<file path="config.mk">
export PLATFORM = sky130hd
export DESIGN_NAME = dhcpv4_option_finder_unit_flat
export DESIGN_NICKNAME = d
export VERILOG_FILES = /design/src/hw/rtl/dof_pkg.sv /design/src/hw/rtl/dof_if.sv /design/src/hw/rtl/dhcpv4_option_finder_unit.sv /design/src/hw/rtl/dof_scan.sv /design/src/flat_wrapper.sv
export SDC_FILE = /design/constraint.sdc
export NUM_CORES = 1
export LEC_CHECK = 0
export ABC_AREA = 1
export BUFFER_PORTS_ARGS = -buffer_cell sky130_fd_sc_hd__clkbuf_2
export CAP_MARGIN = 20
export CORE_ASPECT_RATIO = 0.9
export CORE_MARGIN = 4
export CORE_UTILIZATION = 55
export CTS_BUF_LIST = sky130_fd_sc_hd__clkbuf_8
export CTS_CLUSTER_DIAMETER = 100
export DETAILED_ROUTE_END_ITERATION = 16
export PLACE_DENSITY_LB_ADDON = 0.05
export RECOVER_POWER = 25
export REMOVE_ABC_BUFFERS = 1
export SLEW_MARGIN = 20
export SYNTH_ARGS = -nofsm -noshare
export SYNTH_HDL_FRONTEND = slang
export SYNTH_HIERARCHICAL = 1
export SYNTH_SLANG_ARGS = --single-unit
</file>
<file path="constraint.sdc">
create_clock -name clock -period 3.18 [get_ports clock]
set_input_delay 0.477 -clock clock [delete_from_list [all_inputs] [get_ports clock]]
set_output_delay 0.477 -clock clock [all_outputs]
set_load 0.01 [all_outputs]
</file>
<file path="src/hw/rtl/dof_pkg.sv">
// dof_pkg: types, codes and defaults shared by the DHCPv4 option finder.
// No dependencies; compile first.
package dof_pkg;

   localparam int MAX_PACKET_BYTES_DEF = 2048;
   localparam int OPTIONS_START_DEF    = 240;

   localparam int DATA_W   = 8;
   localparam int STATUS_W = 2;
   localparam int OFFSET_W = 11;
   localparam int LENGTH_W = 8;
   localparam int CSR_AW   = 2;
   localparam int CSR_DW   = 32;

   localparam logic [DATA_W-1:0] CODE_PAD     = 8'h00;
   localparam logic [DATA_W-1:0] CODE_END     = 8'hFF;
   localparam logic [DATA_W-1:0] TARGET_RESET = 8'd67;

   localparam logic [CSR_AW-1:0] CSR_TARGET_CODE = 2'd0;

   localparam logic [STATUS_W-1:0] ST_FOUND     = 2'd0;
   localparam logic [STATUS_W-1:0] ST_END_SEEN  = 2'd1;
   localparam logic [STATUS_W-1:0] ST_TRUNCATED = 2'd2;
   localparam logic [STATUS_W-1:0] ST_NO_MATCH  = 2'd3;

   typedef enum logic [4:0] {
      PH_HEADER = 5'b00001,
      PH_CODE   = 5'b00010,
      PH_LEN    = 5'b00100,
      PH_VALUE  = 5'b01000,
      PH_DONE   = 5'b10000
   } phase_type;

   typedef struct packed {
      logic                have;
      logic [STATUS_W-1:0] scan_status;
      logic [OFFSET_W-1:0] value_offset;
      logic [LENGTH_W-1:0] value_length;
   } dof_result_type;

endpackage

</file>
<file path="src/hw/rtl/dof_if.sv">
// Stream interfaces for the DHCPv4 option finder: packet bytes in, scan results out.
// Depends on dof_pkg for field widths.
interface dof_req_if;
   import dof_pkg::*;
   logic                valid;
   logic                ready;
   logic [DATA_W-1:0]   data_byte;
   logic                last_byte;

   modport source (output valid, data_byte, last_byte, input ready);
   modport sink   (input valid, data_byte, last_byte, output ready);
endinterface

interface dof_rsp_if;
   import dof_pkg::*;
   logic                valid;
   logic                ready;
   logic [STATUS_W-1:0] scan_status;
   logic [OFFSET_W-1:0] value_offset;
   logic [LENGTH_W-1:0] value_length;

   modport source (output valid, scan_status, value_offset, value_length, input ready);
   modport sink   (input valid, scan_status, value_offset, value_length, output ready);
endinterface

</file>
<file path="src/hw/rtl/dhcpv4_option_finder_unit.sv">
// dhcpv4_option_finder_unit: top level of the DHCPv4 option finder.
// Depends on dof_pkg, dof_req_if / dof_rsp_if and dof_scan.
//
//   channel | direction | beat contents                           | handshake
//   req_bus | in        | data_byte, last_byte                    | valid/ready
//   rsp_bus | out       | scan_status, value_offset, value_length | valid/ready
//   csr_*   | in        | target_code at byte address 0           | APB write
//
// One byte beat is taken every cycle while no stalled result holds it back; a beat
// waits in the input register, and its result (if any) loads the output register.
// Reset clears the walk state, both register valids and sets target_code to 67.
// A result stalled at rsp_bus holds back only the byte beat that makes a new
// result; bytes that make none keep flowing through the input register.
module dhcpv4_option_finder_unit #(
   parameter int MAX_PACKET_BYTES = dof_pkg::MAX_PACKET_BYTES_DEF,
   parameter int OPTIONS_START    = dof_pkg::OPTIONS_START_DEF
) (
   input  logic                        clock,
   input  logic                        reset,
   dof_req_if.sink                     req_bus,
   dof_rsp_if.source                   rsp_bus,
   input  logic                        csr_psel,
   input  logic                        csr_penable,
   input  logic                        csr_pwrite,
   input  logic [dof_pkg::CSR_AW-1:0]  csr_paddr,
   input  logic [dof_pkg::CSR_DW-1:0]  csr_pwdata,
   output logic [dof_pkg::CSR_DW-1:0]  csr_prdata,
   output logic                        csr_pready
);
   import dof_pkg::*;

   logic [DATA_W-1:0]   target_ff;
   logic                csr_write;

   logic                in_valid_ff;
   logic [DATA_W-1:0]   in_byte_ff;
   logic                in_last_ff;

   logic                rsp_valid_ff;
   logic [STATUS_W-1:0] rsp_status_ff;
   logic [OFFSET_W-1:0] rsp_offset_ff;
   logic [LENGTH_W-1:0] rsp_length_ff;

   dof_result_type      res;
   logic                out_free, step, take_req;

   // Configuration port: always ready, target code at address 0.
   assign csr_pready = 1'b1;
   assign csr_write  = csr_psel && csr_penable && csr_pwrite && csr_pready;
   assign csr_prdata = (csr_paddr == CSR_TARGET_CODE) ? CSR_DW'(target_ff) : '0;

   always_ff @(posedge clock) begin
      if (reset) begin
         target_ff <= TARGET_RESET;
      end else if (csr_write && csr_paddr == CSR_TARGET_CODE) begin
         target_ff <= csr_pwdata[DATA_W-1:0];
      end
   end

   // Advance the held byte when it makes no result or the output slot frees up.
   assign out_free = !rsp_valid_ff || rsp_bus.ready;
   assign step     = in_valid_ff && (!res.have || out_free);
   assign req_bus.ready = !in_valid_ff || step;
   assign take_req = req_bus.valid && req_bus.ready;

   always_ff @(posedge clock) begin
      if (reset) begin
         in_valid_ff <= 1'b0;
      end else if (take_req) begin
         in_valid_ff <= 1'b1;
      end else if (step) begin
         in_valid_ff <= 1'b0;
      end
   end

   always_ff @(posedge clock) begin
      if (take_req) begin
         in_byte_ff <= req_bus.data_byte;
         in_last_ff <= req_bus.last_byte;
      end
   end

   dof_scan #(
      .MAX_PACKET_BYTES (MAX_PACKET_BYTES),
      .OPTIONS_START    (OPTIONS_START)
   ) u_scan (
      .clock       (clock),
      .reset       (reset),
      .step        (step),
      .data_byte   (in_byte_ff),
      .last_byte   (in_last_ff),
      .target_code (target_ff),
      .result      (res)
   );

   // Output register: load a fresh result, drop the beat once taken.
   always_ff @(posedge clock) begin
      if (reset) begin
         rsp_valid_ff <= 1'b0;
      end else if (step && res.have) begin
         rsp_valid_ff <= 1'b1;
      end else if (rsp_bus.ready) begin
         rsp_valid_ff <= 1'b0;
      end
   end

   always_ff @(posedge clock) begin
      if (step && res.have) begin
         rsp_status_ff <= res.scan_status;
         rsp_offset_ff <= res.value_offset;
         rsp_length_ff <= res.value_length;
      end
   end

   assign rsp_bus.valid        = rsp_valid_ff;
   assign rsp_bus.scan_status  = rsp_status_ff;
   assign rsp_bus.value_offset = rsp_offset_ff;
   assign rsp_bus.value_length = rsp_length_ff;

`ifndef NO_ASSERTIONS
   // A new result never lands on a result that is still waiting.
   a_no_overwrite: assert property (@(posedge clock) disable iff (reset)
      (step && res.have) |-> (!rsp_valid_ff || rsp_bus.ready))
      else $error("result register overwritten while stalled");

   // Only a found result carries offset and length.
   a_zero_fields: assert property (@(posedge clock) disable iff (reset)
      (rsp_valid_ff && rsp_status_ff != ST_FOUND) |->
      (rsp_offset_ff == '0 && rsp_length_ff == '0))
      else $error("offset or length set on a result other than found");

   // A byte held back in the input register keeps its contents.
   a_hold_input: assert property (@(posedge clock) disable iff (reset)
      (in_valid_ff && !step) |=>
      (in_valid_ff && $stable(in_byte_ff) && $stable(in_last_ff)))
      else $error("held input byte changed");

   // An empty input register always takes a beat.
   a_ready_empty: assert property (@(posedge clock) disable iff (reset)
      !in_valid_ff |-> req_bus.ready)
      else $error("input stage empty but not ready");
`endif

endmodule

</file>
<file path="src/hw/rtl/dof_scan.sv">
// dof_scan: per-byte option walk state and its next-state logic.
// Depends on dof_pkg.
module dof_scan #(
   parameter int MAX_PACKET_BYTES = dof_pkg::MAX_PACKET_BYTES_DEF,
   parameter int OPTIONS_START    = dof_pkg::OPTIONS_START_DEF
) (
   input  logic                          clock,
   input  logic                          reset,
   input  logic                          step,
   input  logic [dof_pkg::DATA_W-1:0]    data_byte,
   input  logic                          last_byte,
   input  logic [dof_pkg::DATA_W-1:0]    target_code,
   output dof_pkg::dof_result_type       result
);
   import dof_pkg::*;

   localparam int POS_W = $clog2(MAX_PACKET_BYTES + 1);
   localparam logic [POS_W-1:0] LAST_POS = POS_W'(MAX_PACKET_BYTES - 1);

   phase_type             phase_ff, phase_in, work_phase;
   logic [POS_W-1:0]      pos_ff, pos_in, pos_inc;
   logic [LENGTH_W-1:0]   skip_ff, skip_in, skip_dec;
   logic                  match_ff, match_in;
   logic [OFFSET_W-1:0]   hoff_ff, hoff_in, off_next;
   logic [LENGTH_W-1:0]   hlen_ff, hlen_in;
   logic                  eff_last, at_options, new_packet;

   assign pos_inc    = pos_ff + 1'b1;
   assign off_next   = OFFSET_W'(pos_inc);
   assign skip_dec   = skip_ff - 1'b1;
   assign eff_last   = last_byte || (pos_ff >= LAST_POS);
   assign at_options = 32'(pos_ff) >= 32'(OPTIONS_START);
   assign work_phase = (phase_ff == PH_HEADER && at_options) ? PH_CODE : phase_ff;

   always_comb begin
      phase_in   = phase_ff;
      pos_in     = pos_ff;
      skip_in    = skip_ff;
      match_in   = match_ff;
      hoff_in    = hoff_ff;
      hlen_in    = hlen_ff;
      new_packet = 1'b0;
      result     = '0;

      if (phase_ff == PH_DONE) begin
         new_packet = last_byte;
      end else begin
         phase_in = work_phase;
         unique case (work_phase)
            PH_CODE: begin
               if (data_byte == CODE_END) begin
                  result.have        = 1'b1;
                  result.scan_status = ST_END_SEEN;
               end else if (data_byte != CODE_PAD) begin
                  match_in = (data_byte == target_code);
                  phase_in = PH_LEN;
               end
            end
            PH_LEN: begin
               if (match_ff) begin
                  hoff_in = off_next;
                  hlen_in = data_byte;
               end
               if (data_byte == '0) begin
                  if (match_ff) begin
                     result.have         = 1'b1;
                     result.scan_status  = ST_FOUND;
                     result.value_offset = off_next;
                  end else begin
                     phase_in = PH_CODE;
                  end
               end else begin
                  skip_in  = data_byte;
                  phase_in = PH_VALUE;
               end
            end
            PH_VALUE: begin
               skip_in = skip_dec;
               if (skip_dec == '0) begin
                  if (match_ff) begin
                     result.have         = 1'b1;
                     result.scan_status  = ST_FOUND;
                     result.value_offset = hoff_ff;
                     result.value_length = hlen_ff;
                  end else begin
                     phase_in = PH_CODE;
                  end
               end
            end
            PH_HEADER, PH_DONE: begin
            end
            default: begin
            end
         endcase

         if (!result.have && eff_last) begin
            result.have         = 1'b1;
            result.scan_status  = (phase_in == PH_LEN || phase_in == PH_VALUE) ?
                                  ST_TRUNCATED : ST_NO_MATCH;
            result.value_offset = '0;
            result.value_length = '0;
         end

         if (result.have) begin
            if (last_byte) begin
               new_packet = 1'b1;
            end else begin
               phase_in = PH_DONE;
               pos_in   = pos_inc;
            end
         end else begin
            pos_in = pos_inc;
         end
      end
   end

   always_ff @(posedge clock) begin
      if (reset) begin
         phase_ff <= PH_HEADER;
         pos_ff   <= '0;
         skip_ff  <= '0;
         match_ff <= 1'b0;
         hoff_ff  <= '0;
         hlen_ff  <= '0;
      end else if (step) begin
         if (new_packet) begin
            phase_ff <= PH_HEADER;
            pos_ff   <= '0;
            skip_ff  <= '0;
            match_ff <= 1'b0;
            hoff_ff  <= '0;
            hlen_ff  <= '0;
         end else begin
            phase_ff <= phase_in;
            pos_ff   <= pos_in;
            skip_ff  <= skip_in;
            match_ff <= match_in;
            hoff_ff  <= hoff_in;
            hlen_ff  <= hlen_in;
         end
      end
   end

endmodule
</file>
<file path="src/flat_wrapper.sv">
// flat-port wrapper written by rule: the top's interface ports become plain ports
module dhcpv4_option_finder_unit_flat import dof_pkg::*;
#(
   parameter int MAX_PACKET_BYTES = dof_pkg::MAX_PACKET_BYTES_DEF,
   parameter int OPTIONS_START    = dof_pkg::OPTIONS_START_DEF
)
  (clock, reset, csr_psel, csr_penable, csr_pwrite, csr_paddr, csr_pwdata, csr_prdata, csr_pready, req_bus_valid, req_bus_data_byte, req_bus_last_byte, req_bus_ready, rsp_bus_valid, rsp_bus_scan_status, rsp_bus_value_offset, rsp_bus_value_length, rsp_bus_ready);
  dof_req_if req_bus_i ();
  dof_rsp_if rsp_bus_i ();
  input  logic clock;
  input  logic reset;
  input  logic csr_psel;
  input  logic csr_penable;
  input  logic csr_pwrite;
  input  logic [dof_pkg::CSR_AW-1:0] csr_paddr;
  input  logic [dof_pkg::CSR_DW-1:0] csr_pwdata;
  output logic [dof_pkg::CSR_DW-1:0] csr_prdata;
  output logic csr_pready;
  input wire logic [$bits(req_bus_i.valid)-1:0] req_bus_valid;
  input wire logic [$bits(req_bus_i.data_byte)-1:0] req_bus_data_byte;
  input wire logic [$bits(req_bus_i.last_byte)-1:0] req_bus_last_byte;
  output wire logic [$bits(req_bus_i.ready)-1:0] req_bus_ready;
  output wire logic [$bits(rsp_bus_i.valid)-1:0] rsp_bus_valid;
  output wire logic [$bits(rsp_bus_i.scan_status)-1:0] rsp_bus_scan_status;
  output wire logic [$bits(rsp_bus_i.value_offset)-1:0] rsp_bus_value_offset;
  output wire logic [$bits(rsp_bus_i.value_length)-1:0] rsp_bus_value_length;
  input wire logic [$bits(rsp_bus_i.ready)-1:0] rsp_bus_ready;
  assign req_bus_i.valid = req_bus_valid;
  assign req_bus_i.data_byte = req_bus_data_byte;
  assign req_bus_i.last_byte = req_bus_last_byte;
  assign req_bus_ready = req_bus_i.ready;
  assign rsp_bus_valid = rsp_bus_i.valid;
  assign rsp_bus_scan_status = rsp_bus_i.scan_status;
  assign rsp_bus_value_offset = rsp_bus_i.value_offset;
  assign rsp_bus_value_length = rsp_bus_i.value_length;
  assign rsp_bus_i.ready = rsp_bus_ready;
  dhcpv4_option_finder_unit #(.MAX_PACKET_BYTES(MAX_PACKET_BYTES), .OPTIONS_START(OPTIONS_START)) u_core (.clock(clock), .reset(reset), .req_bus(req_bus_i), .rsp_bus(rsp_bus_i), .csr_psel(csr_psel), .csr_penable(csr_penable), .csr_pwrite(csr_pwrite), .csr_paddr(csr_paddr), .csr_pwdata(csr_pwdata), .csr_prdata(csr_prdata), .csr_pready(csr_pready));
endmodule
</file>
# After elaboration in Yosys (flattened, before gate mapping)
# Index checks and enable logic that the tools add are counted.
classes:
  n_addsub: 2
  n_lt_le_gt_ge: 2
  n_eq_ne: 13
  n_mux: 54
  reduce_logical: 33
op_table:
  columns: ["operator", "n"]
  rows:
  - ["22-bit 2-to-1 mux", 5]
  - ["8-bit 2-to-1 mux", 9]
  - ["5-bit 2-to-1 mux", 11]
  - ["12-bit 2-to-1 mux", 4]
  - ["11-bit 2-to-1 mux", 4]
  - ["14-bit 2-to-1 mux", 2]
  - ["11-bit one-hot mux with 2 select lines", 1]
  - ["8-bit zero test", 2]
  - ["8-bit one-hot mux with 2 select lines", 1]
  - ["5-bit one-hot mux with 3 select lines", 1]
  - ["1-bit 2-to-1 mux", 13]
  - ["12-bit by 1-bit adder with 12-bit output, second input constant", 1]
  - ["12-bit by 11-bit greater-or-equal comparator with 1-bit output, second input constant", 1]
  - ["12-bit by 8-bit greater-or-equal comparator with 1-bit output, second input constant", 1]
  - ["2-bit nonzero test", 6]
  - ["5-bit by 3-bit equality test with 1-bit output, second input constant", 2]
  - ["5-bit by 4-bit equality test with 1-bit output, second input constant", 2]
  - ["3-bit one-hot mux with 3 select lines", 1]
  - ["8-bit equality test", 1]
  - ["8-bit equality test, second input constant", 1]
  - ["1-bit logical AND", 8]
  - ["4-bit AND reduction", 2]
  - ["8-bit nonzero test", 1]
  - ["8-bit by 1-bit subtractor with 8-bit output, second input constant", 1]
  - ["13 further kinds", 23]
word_totals:
  regBits: 85
  inputBits: 50
  output_inout_bits: 56
  wordCells: 118

# Logic depth before layout (Yosys ltp)
# Gate-level depths: netlist of the first run.
logic_depth:
  depth_word: 19
  depth_mapped: 22

# Modules after synthesis
# The synthesis of the first run kept the hierarchy.
modules_own_cells:
  columns: ["mod", "n_inst", "cells_each", "area_each_um2"]
  rows:
  - ["dof_scan", 1, 440, 2877.8]
  - ["dhcpv4_option_finder_unit", 1, 144, 1641.6]

# Least setup slack after synthesis of the first run
# Ideal clock, no wire load.
synth_timing:
  path_kind: "register -> register"
  from: "register u_core.u_scan.skip_ff[0]"
  to: "register u_core.u_scan.hlen_ff[7]"
  setup_ps: 134
  arrival_time_ps: 2392
  t_required_ps: 3046
  path_slack_ps: 654
  stages_incl_launch_ff: 23
  n_path_buf: 1
  path_cell_list: "dfxtp_1 -> inv_1 -> ha_1 -> nand2_1 -> nor2_1 -> nand2_1 -> nand2_1 -> nand2_1 -> nor2_2 -> nand3_2 -> nand4_1 -> nand2_1 -> inv_1 -> inv_1 -> o21ai_0 -> inv_1 -> o21ai_4 -> inv_4 -> nand2_2 -> nor2_4 -> buf_4 -> nand2_1 -> a21oi_1"
synth_rtl:
  columns: ["element", "line", "source"]
  rows:
  - ["start, declared", "dof_scan.sv:22", "logic [LENGTH_W-1:0] skip_ff, skip_in, skip_dec;"]
  - ["start signal, assigned", "dof_scan.sv:136", "skip_ff <= skip_in;"]
  - ["end signal, assigned", "dof_scan.sv:139", "hlen_ff <= hlen_in;"]
  - ["end, declared", "dof_scan.sv:25", "logic [LENGTH_W-1:0] hlen_ff, hlen_in;"]

==> impl_summary.txt, run 1 <==
----------------------------------------------------
[Clock network]
  Library cell used as clock root buffer ... sky130_fd_sc_hd__clkbuf_8
  CTS tree ... built
  Htree depth ... 3
  Clock-pin slew of the registers on the worst-case setup and hold paths ... roughly 90 ps
  Clock latency of the later-clocked register in the worst-skew pair ... 350 ps
  CTS Sinks ... 85
  Largest buffer count on any clock path ... 2
  Cts bufs inserted ... 9
  Hold bufs inserted after CTS ... 0

[Timing]
  Final critical-path share of the clock period ... 91.25%
  Worst setup slack after layout ... around 280 ps
  Minimum clock period after layout ... about 2900 ps
  Worst Max-Slew Pin Slew ... 753.9 ps
  Final hold slack ... 298.8 ps
  Worst setup skew after layout ... 8.927 ps
  Final setup violation count ... 0
  Final number of max-transition violations ... 0
  Worst slew margin relative to its limit ... 49.74%
  FMAX ... 0.3446 GHz
  Total count of hold-check failures in the final report ... 0

[Worst setup path]
  Arrival time at the worst endpoint ... 2930 ps
  Critical setup path kind ... reg -> reg
  Worst-case register-to-register setup slack ... 280 ps
  Most common cell on crit path ... sky130_fd_sc_hd__nand2_1
  Reg2reg start ... u_core/u_scan/skip_ff[0]
  Worst Path Required ... ~3200 ps
  Logic depth of the worst register-to-register path ... 17
  Startpoint type of the worst setup path ... flip-flop
  Critical Path End Type ... flip-flop
  Critical Path Max Stage Delay ... 340 ps
  CP max-delay cell ... sky130_fd_sc_hd__clkinvlp_4
  Highest net fanout along the worst path ... 11
  List of cells traversed by the critical path ... inv_2, ha_1, nand2_1, nor2_2, nand2_1, nand2_1, nand2_1, nor2_4, nand3_2, nand4_1, nand2_1, inv_1, inv_1, o21ai_0, inv_1, nand2_1, clkinvlp_4
  RR Endpoint ... u_core/rsp_bus.scan_status[0]

[Floorplan]
  Row cnt ... 31
  Die W ... 103.6 µm
  Initial core utilization ... 56.29%
  Area of the core ... around 8000 µm²
  Die Outline Area ... ~10000 µm²
  Number of primary I/O pins ... 106
  Y dimension of the die ... 94.00 µm

[Detailed routing]
  Via total after detailed routing ... 3812
  Average wire per cell in the routed design ... between 10 and 15 µm
  Vias per inst ... 5.069
  Iteration-0 DRC Markers ... roughly 250
  Length of the first detailed-routing pass in iterations ... 5
  Drt total wl ... between 9000 and 10000 µm
  Total DRC errors in the routed layout ... 0
  Final antenna-violating net count ... 0

[Place]
  GP Congestion ... 0.9397
  Pre-CTS WS ... 149.9 ps
  Number of port buffers ... 56
  Number of cells in the design after placement ... 731
  HPWL after DPL ... 7090 µm

[Cells and area]
  Share of post-route cells with drive strength above 1 ... 15.93%
  Number of diodes ... 0
  Final net count ... 702
  Synthesis-to-finish area growth ... 12.49%
  Filler-free cell count of the finished design ... 752

[Synthesis]
  Asr flop ratio synth ... 0%
  Leading post-synthesis cells by cell area ... sky130_fd_sc_hd__dfxtp_1 (24%), sky130_fd_sc_hd__edfxtp_1 (20%), sky130_fd_sc_hd__nand2_1 (11%)
  Sequential area share after synthesis ... 44.30%
  Multiplexer area fraction after synthesis ... 0%
  Adder-cell share of the synthesized area ... 1.107%
  Main flop type after synthesis ... sky130_fd_sc_hd__dfxtp_1
  Number of flops mapped to enable cells by yosys ... 30
  Per-instance average area after synthesis ... roughly 7.7 µm²
  Fraction of synthesized cell area in xor and xnor cells ... 1.744%
  Number of register bits inferred by synthesis ... 85
  Count of cell types in the netlist ... 44
  Area share of and/or/nand/nor cells after synthesis ... 26.91%
  Synthesized instance count ... 584
  Combinational family with the most area after synthesis ... simple AND/OR/NAND/NOR gates
  Synth top area share ... 24.36%
  Summed instance area of the synthesized netlist ... about 4500 µm²
  Number of warnings printed during yosys synthesis ... 6
  Share of the synthesized area in compound gates (AO/OA/AOI/OAI) ... about an eighth
  Most used standard cell by instance count after synthesis ... sky130_fd_sc_hd__nand2_1
  Synth area leader ... sky130_fd_sc_hd__dfxtp_1
  Top cell types by occurrence after synthesis ... sky130_fd_sc_hd__nand2_1 (138), sky130_fd_sc_hd__inv_1 (83), sky130_fd_sc_hd__nor2_1 (62)

[GRT]
  Wire length of the first global-routing pass ... ~16000 µm
  Number of antenna violations at the first check in global routing ... 0
  Vias in the first global route ... approximately 3400
  Overflow left after global routing ... 0
  Global Route Usage Sum ... 19.98%
  Maximum number of pins on one net before global-route repair ... 30

[Status]
  Status ... completed

[Power]
  Leakage power ... 2.100 nW
  Power per Cell Area ... 447.8 nW/µm²
  Highest ir drop seen on vdd ... 0.3250 mV

[Min path]
  Hold Path Sink ... u_core/in_byte_ff[1]
  Start point of the worst hold path ... req_bus_data_byte[1]
  Hold WC Path Type ... in -> reg
  Worst Hold Depth ... 1

[Flow run]
  Max capacitance violation total ... 0

----------------------------------------------------
-- flip-flops by register name, summed over array words and instances, names as in the netlist --
name                         cells
u_core/u_scan/match_ff           1
u_core/u_scan/hoff_ff           11
u_core/rsp_bus.value_offset     11
u_core/in_byte_ff                8
u_core/in_last_ff                1
u_core/rsp_bus.value_length      8
u_core/target_ff                 8
u_core/u_scan/skip_ff            8
u_core/u_scan/pos_ff            12
u_core/in_valid_ff               1
u_core/rsp_bus.valid             1
u_core/u_scan/phase_ff           5
u_core/rsp_bus.scan_status       2
u_core/u_scan/hlen_ff            8
-- per-layer routing --
layer	share of wire, %	global-route usage (%)
met4	0.85	5.648
met5	0	0
met3	8.0	3.711
met1	47	27.26
met2	44	32.79
-- cell usage in the layout (no fill, tap or decap), types with 4 or more instances in the layout --
cell,netlist,layout
sky130_fd_sc_hd__a211oi_1,5,5
sky130_fd_sc_hd__a21oi_1,41,41
sky130_fd_sc_hd__buf_4,27,9
sky130_fd_sc_hd__clkbuf_1,4,18
sky130_fd_sc_hd__clkbuf_2,0,38
sky130_fd_sc_hd__clkbuf_8,0,9
sky130_fd_sc_hd__conb_1,2,25
sky130_fd_sc_hd__dfxtp_1,55,55
sky130_fd_sc_hd__edfxtp_1,30,30
sky130_fd_sc_hd__ha_1,4,4
sky130_fd_sc_hd__inv_1,83,82
sky130_fd_sc_hd__inv_2,4,5
sky130_fd_sc_hd__nand2_1,138,138
sky130_fd_sc_hd__nand2_4,3,4
sky130_fd_sc_hd__nand3_1,28,28
sky130_fd_sc_hd__nand3_2,4,4
sky130_fd_sc_hd__nand4_1,7,7
sky130_fd_sc_hd__nor2_1,62,59
sky130_fd_sc_hd__nor2_2,5,7
sky130_fd_sc_hd__nor2_4,6,7
sky130_fd_sc_hd__o21ai_0,22,22
sky130_fd_sc_hd__o22ai_1,10,10
sky130_fd_sc_hd__xor2_1,6,6
-- where the power goes --
| part | switching (mW) | internal, mW | total (mW) |
|---|---|---|---|
| Sequential | 0.0191 | 1.15 | 1.17 |
| Combinational | 0.133 | 0.0646 | 0.198 |
| Clock | 0.391 | 0.519 | 0.911 |
-- critical path: cells and delay by family (launching register included) --
kind                       cells  cell delay [ps]
AOI/OAI and AO/OA              1              150
adders and majority gates      1              180
buffers and inverters          5              720
DFF                            1              330
and+or+nand+nor               10             1180
-- stage by stage --
stage	TNS, ps	cell area [µm²]	power (mW)	utilization [%]
floorplan	0	4317	1.304	-
global placement	0	4781	1.375	59.55
detailed placement	0	4781	1.379	59.55
CTS	0	5019	2.284	62.51
global route	-221.1	5084	2.361	63.32
finish	0	5084	2.277	63.32
-- worst max path at each step --
stage,slack [ps],cells after the start,end,start
after floorplan,250,20,u_core/u_scan/skip_ff[0],u_core/u_scan/skip_ff[0]
after detailed placement,150,21,u_core/u_scan/pos_ff[2],u_core/u_scan/skip_ff[0]
after global placement,200,19,u_core/u_scan/match_ff,u_core/u_scan/skip_ff[0]
after global routing,-20,21,u_core/u_scan/skip_ff[0],u_core/u_scan/skip_ff[0]
final,280,17,u_core/rsp_bus.scan_status[0],u_core/u_scan/skip_ff[0]
after CTS,120,21,u_core/u_scan/pos_ff[2],u_core/u_scan/skip_ff[0]
-- cell type report --
cell class / count / area (µm²)
Timing Repair inverter: 1 / 7.507
Clock inverter: 7 / 113.9
Inverter: 90 / 346.6
Multi-Input combinational cell: 393 / 1989
Sequential cell: 85 / 2002
Fill cell: 723 / 2945
Clock buffer: 9 / 123.9
Tap cell: 99 / 123.9
Timing Repair Buffer: 68 / 376.6
-- cell families (layout without fill, tap and decap cells) --
logic type      after synthesis  count (layout)
compound gates               92              92
buf+inv                     129             175
simple gates                263             263
other cells                   2              25
flops                        85              85
xor+xnor                      9               9
fa+ha+maj                     4               4
-- repair_timing --
item | CTS | global route
endpoints found under the setup margin | 0 | 64
gates resized for setup | 0 | 9
buffers inserted | 0 | 4
Note: power is estimated with default switching activity, not from simulation.
==> run 2, diff against run 1 <==
- BUFFER_PORTS_ARGS: -buffer_cell sky130_fd_sc_hd__clkbuf_2 -> not set
- CORE_ASPECT_RATIO: 0.9 -> 1.1
- DONT_BUFFER_PORTS: not set -> 1
==> impl_summary.txt, run 2 (same netlist as run 1, synthesis figures left out) <==
----------------------------------------------------
[Timing]
  Worst Max-Slew Pin Slew ... 770.8 ps (+16.97 ps)
  Final critical-path share of the clock period ... 88.48% (-2.8 points)
  Setup TNS after final layout ... 0 ps (unchanged)
  Worst slew margin relative to its limit ... 48.56% (-1.2 points)
  Worst setup skew after layout ... 8.932 ps (+0.005110 ps)
  Setup repair after global routing missed its margin ... false
  Final number of max-transition violations ... 0 (unchanged)
  Minimum clock period after layout ... 2814 ps (-88.01 ps)
  Total count of hold-check failures in the final report ... 0 (unchanged)
  FMAX ... 0.3554 GHz (+3.1%)
  Final hold slack ... 182.4 ps (-116.4 ps)
  Final setup violation count ... 0 (unchanged)

[Power]
  Total power ... 2.192 mW (-3.7%)
  Leakage power ... 1.899 nW (-9.5%)
  Power per Cell Area ... 458.6 nW/µm² (+2.4%)
  Highest ir drop seen on vdd ... 0.2423 mV (-25%)

[Clock network]
  CTS Sinks ... 85 (unchanged)
  CTS tree ... built
  Largest buffer count on any clock path ... 2 (unchanged)
  Clock-pin slew of the registers on the worst-case setup and hold paths ... 90 ps (about the same)
  Cts bufs inserted ... 9 (unchanged)
  Htree depth ... 3 (unchanged)
  Library cell used as clock root buffer ... sky130_fd_sc_hd__clkbuf_8
  Clock latency of the later-clocked register in the worst-skew pair ... 360 ps (about the same)

[GRT]
  Wire length of the first global-routing pass ... 14800 µm (-6.5%)
  Vias in the first global route ... 3286 (-3.6%)
  Met3 GRT Util ... 4.088% (+0.38 points)
  Overflow left after global routing ... 0 (unchanged)
  Number of antenna violations at the first check in global routing ... 0 (unchanged)
  Global Route Usage Sum ... 19.64% (-0.34 points)
  Met1 routing resource usage after global routing ... 23.79% (-3.5 points)
  Met2 global-route usage ... 33.13% (+0.34 points)
  Maximum number of pins on one net before global-route repair ... 43 (+43%)
  Highest-utilization routing layer at the global route stage ... met2

[Cells and area]
  Synthesis-to-finish area growth ... 5.759%
  Final net count ... 648 (-7.7%)
  Fill cells ... 730 (+0.97%)
  Number of diodes ... 0 (unchanged)
  Share of post-route cells with drive strength above 1 ... 11.19% (-4.7 points)
  Flip-flop count of the largest register after layout ... 12 (unchanged)
  Highest-count cells in the layout ignoring fill and taps ... sky130_fd_sc_hd__nand2_1 (138), sky130_fd_sc_hd__inv_1 (82), sky130_fd_sc_hd__nor2_1 (61)
  Largest register by flop count ... u_core/u_scan/pos_ff
  Commonest non-fill, non-tap cell in the layout ... sky130_fd_sc_hd__nand2_1
  Final Instance Area ... 4780 µm² (-6.0%)
  Core occupancy in the finished layout ... 60.08% (-3.2 points)

[Worst setup path]
  Most common cell on crit path ... sky130_fd_sc_hd__inv_1
  Highest net fanout along the worst path ... 11 (unchanged)
  Startpoint type of the worst setup path ... flip-flop
  Dominant delay contributor by cell family on the critical path ... simple AND/OR/NAND/NOR gates
  CP max-delay cell ... sky130_fd_sc_hd__dfxtp_1
  Arrival time at the worst endpoint ... 3100 ps (+170 ps)
  Critical Path End Type ... flip-flop
  Number of buffers and inverters on the critical path ... 6 (+1)
  List of cells traversed by the critical path ... inv_1, ha_1, nand2_1, nand2_1, nor2_1, nand3_1, nor2_1, nand3_2, nand4_1, nand2_1, inv_1, inv_1, o21ai_0, inv_1, o21ai_4, inv_4, a31oi_2, buf_4, o21ai_0, a21oi_1
  Worst Path Required ... 3470 ps (+270 ps)
  Critical Path Max Stage Delay ... 380 ps (+40 ps)
  Critical setup path kind ... reg -> reg

[Detailed routing]
  Vias per inst ... 5.040 (-0.58%)
  Length of the first detailed-routing pass in iterations ... 5 (unchanged)
  Iteration-0 DRC Markers ... 105 (-58%)
  Average wire per cell in the routed design ... 13.19 µm (about the same)
  Final antenna-violating net count ... 0 (unchanged)
  Drt total wl ... 9323 µm (-5.9%)
  Via total after detailed routing ... 3563 (-6.5%)
  Total DRC errors in the routed layout ... 0 (unchanged)

[Flow run]
  Max capacitance violation total ... 0 (unchanged)

[Status]
  Status ... completed

[Floorplan]
  Row cnt ... 34 (+9.7%)
  Y dimension of the die ... 103.1 µm (+9.7%)
  Number of primary I/O pins ... 106 (unchanged)
  Die W ... 94.43 µm (-8.8%)
  Area of the core ... 7955 µm² (-0.92%)
  Initial core utilization ... 56.81% (+0.52 points)
  Die Outline Area ... 9733 µm² (about the same)

[Min path]
  Hold WC Path Type ... in -> reg

[Place]
  GP Congestion ... 0.8813 (-6.2%)
  HPWL after DPL ... 6754 µm (-4.7%)
  Number of port buffers ... 0 (-100%)
  Placed cell areas ... 4497 µm² (-5.9%)

----------------------------------------------------
[run 2: cell types whose count changed in the layout (fill, tap and decap cells not counted), moves of 2 or more]
cell,change
sky130_fd_sc_hd__clkbuf_1,-18
sky130_fd_sc_hd__inv_6,+2
sky130_fd_sc_hd__clkinvlp_4,-3
sky130_fd_sc_hd__clkbuf_2,-38
sky130_fd_sc_hd__buf_12,-2
sky130_fd_sc_hd__nor2_1,+2
sky130_fd_sc_hd__buf_4,+6
[run 2: path summary, 6_finish.rpt]
kind | slack [ps] | depth (start not counted) | start | endpoint
worst max-delay path | 370 | 20 | u_core/u_scan/skip_ff[1] | u_core/u_scan/skip_ff[0]
worst min-delay path | 180 | 1 | reset | u_core/u_scan/skip_ff[7]
worst max register to register | 370 | 20 | u_core/u_scan/skip_ff[1] | u_core/u_scan/skip_ff[0]
worst min register to register | 460 | 1 | u_core/u_scan/pos_ff[11] | u_core/u_scan/pos_ff[11]
[run 2: metrics by stage]
stage | setup slack [ps] | std cells
after global routing | 28.50 | 707
after floorplan | 247.2 | 568
after global placement | 200.0 | 682
after detailed placement | 112.8 | 682
final | 366.3 | 707
after CTS | 102.3 | 698
[run 2: what timing repair did]
item | CTS | global route
hold buffers | 0 | 0
setup buffers | 0 | 9
resized for setup | 0 | 6
endpoints found under the setup margin | 0 | 61
[run 2: layer usage]
metal  vias to the layer above  wire length (µm)  share of wire [%]
met5                         -                 0                  0
met4                         0               258                2.8
met1                      1582              4092                 44
li1                       1842                 -                  -
met2                       117              4465                 48
met3                        22               507                5.4
[run 2: layout make-up]
type,count,area [µm²],share of cell area (%)
Clock buffer,9,123.9,2.592
Clock inverter,7,102.6,2.147
Inverter,90,342.8,7.173
Multi-Input combinational cell,393,1961,41.02
Sequential cell,85,2002,41.88
Tap cell,108,135.1,2.827
Timing Repair Buffer,15,112.6,2.356
[run 2: power by group]
group | switching, mW | internal, mW | total, mW
combinational | 0.102 | 0.0471 | 0.149
clock | 0.412 | 0.455 | 0.867
sequential | 0.0263 | 1.15 | 1.18
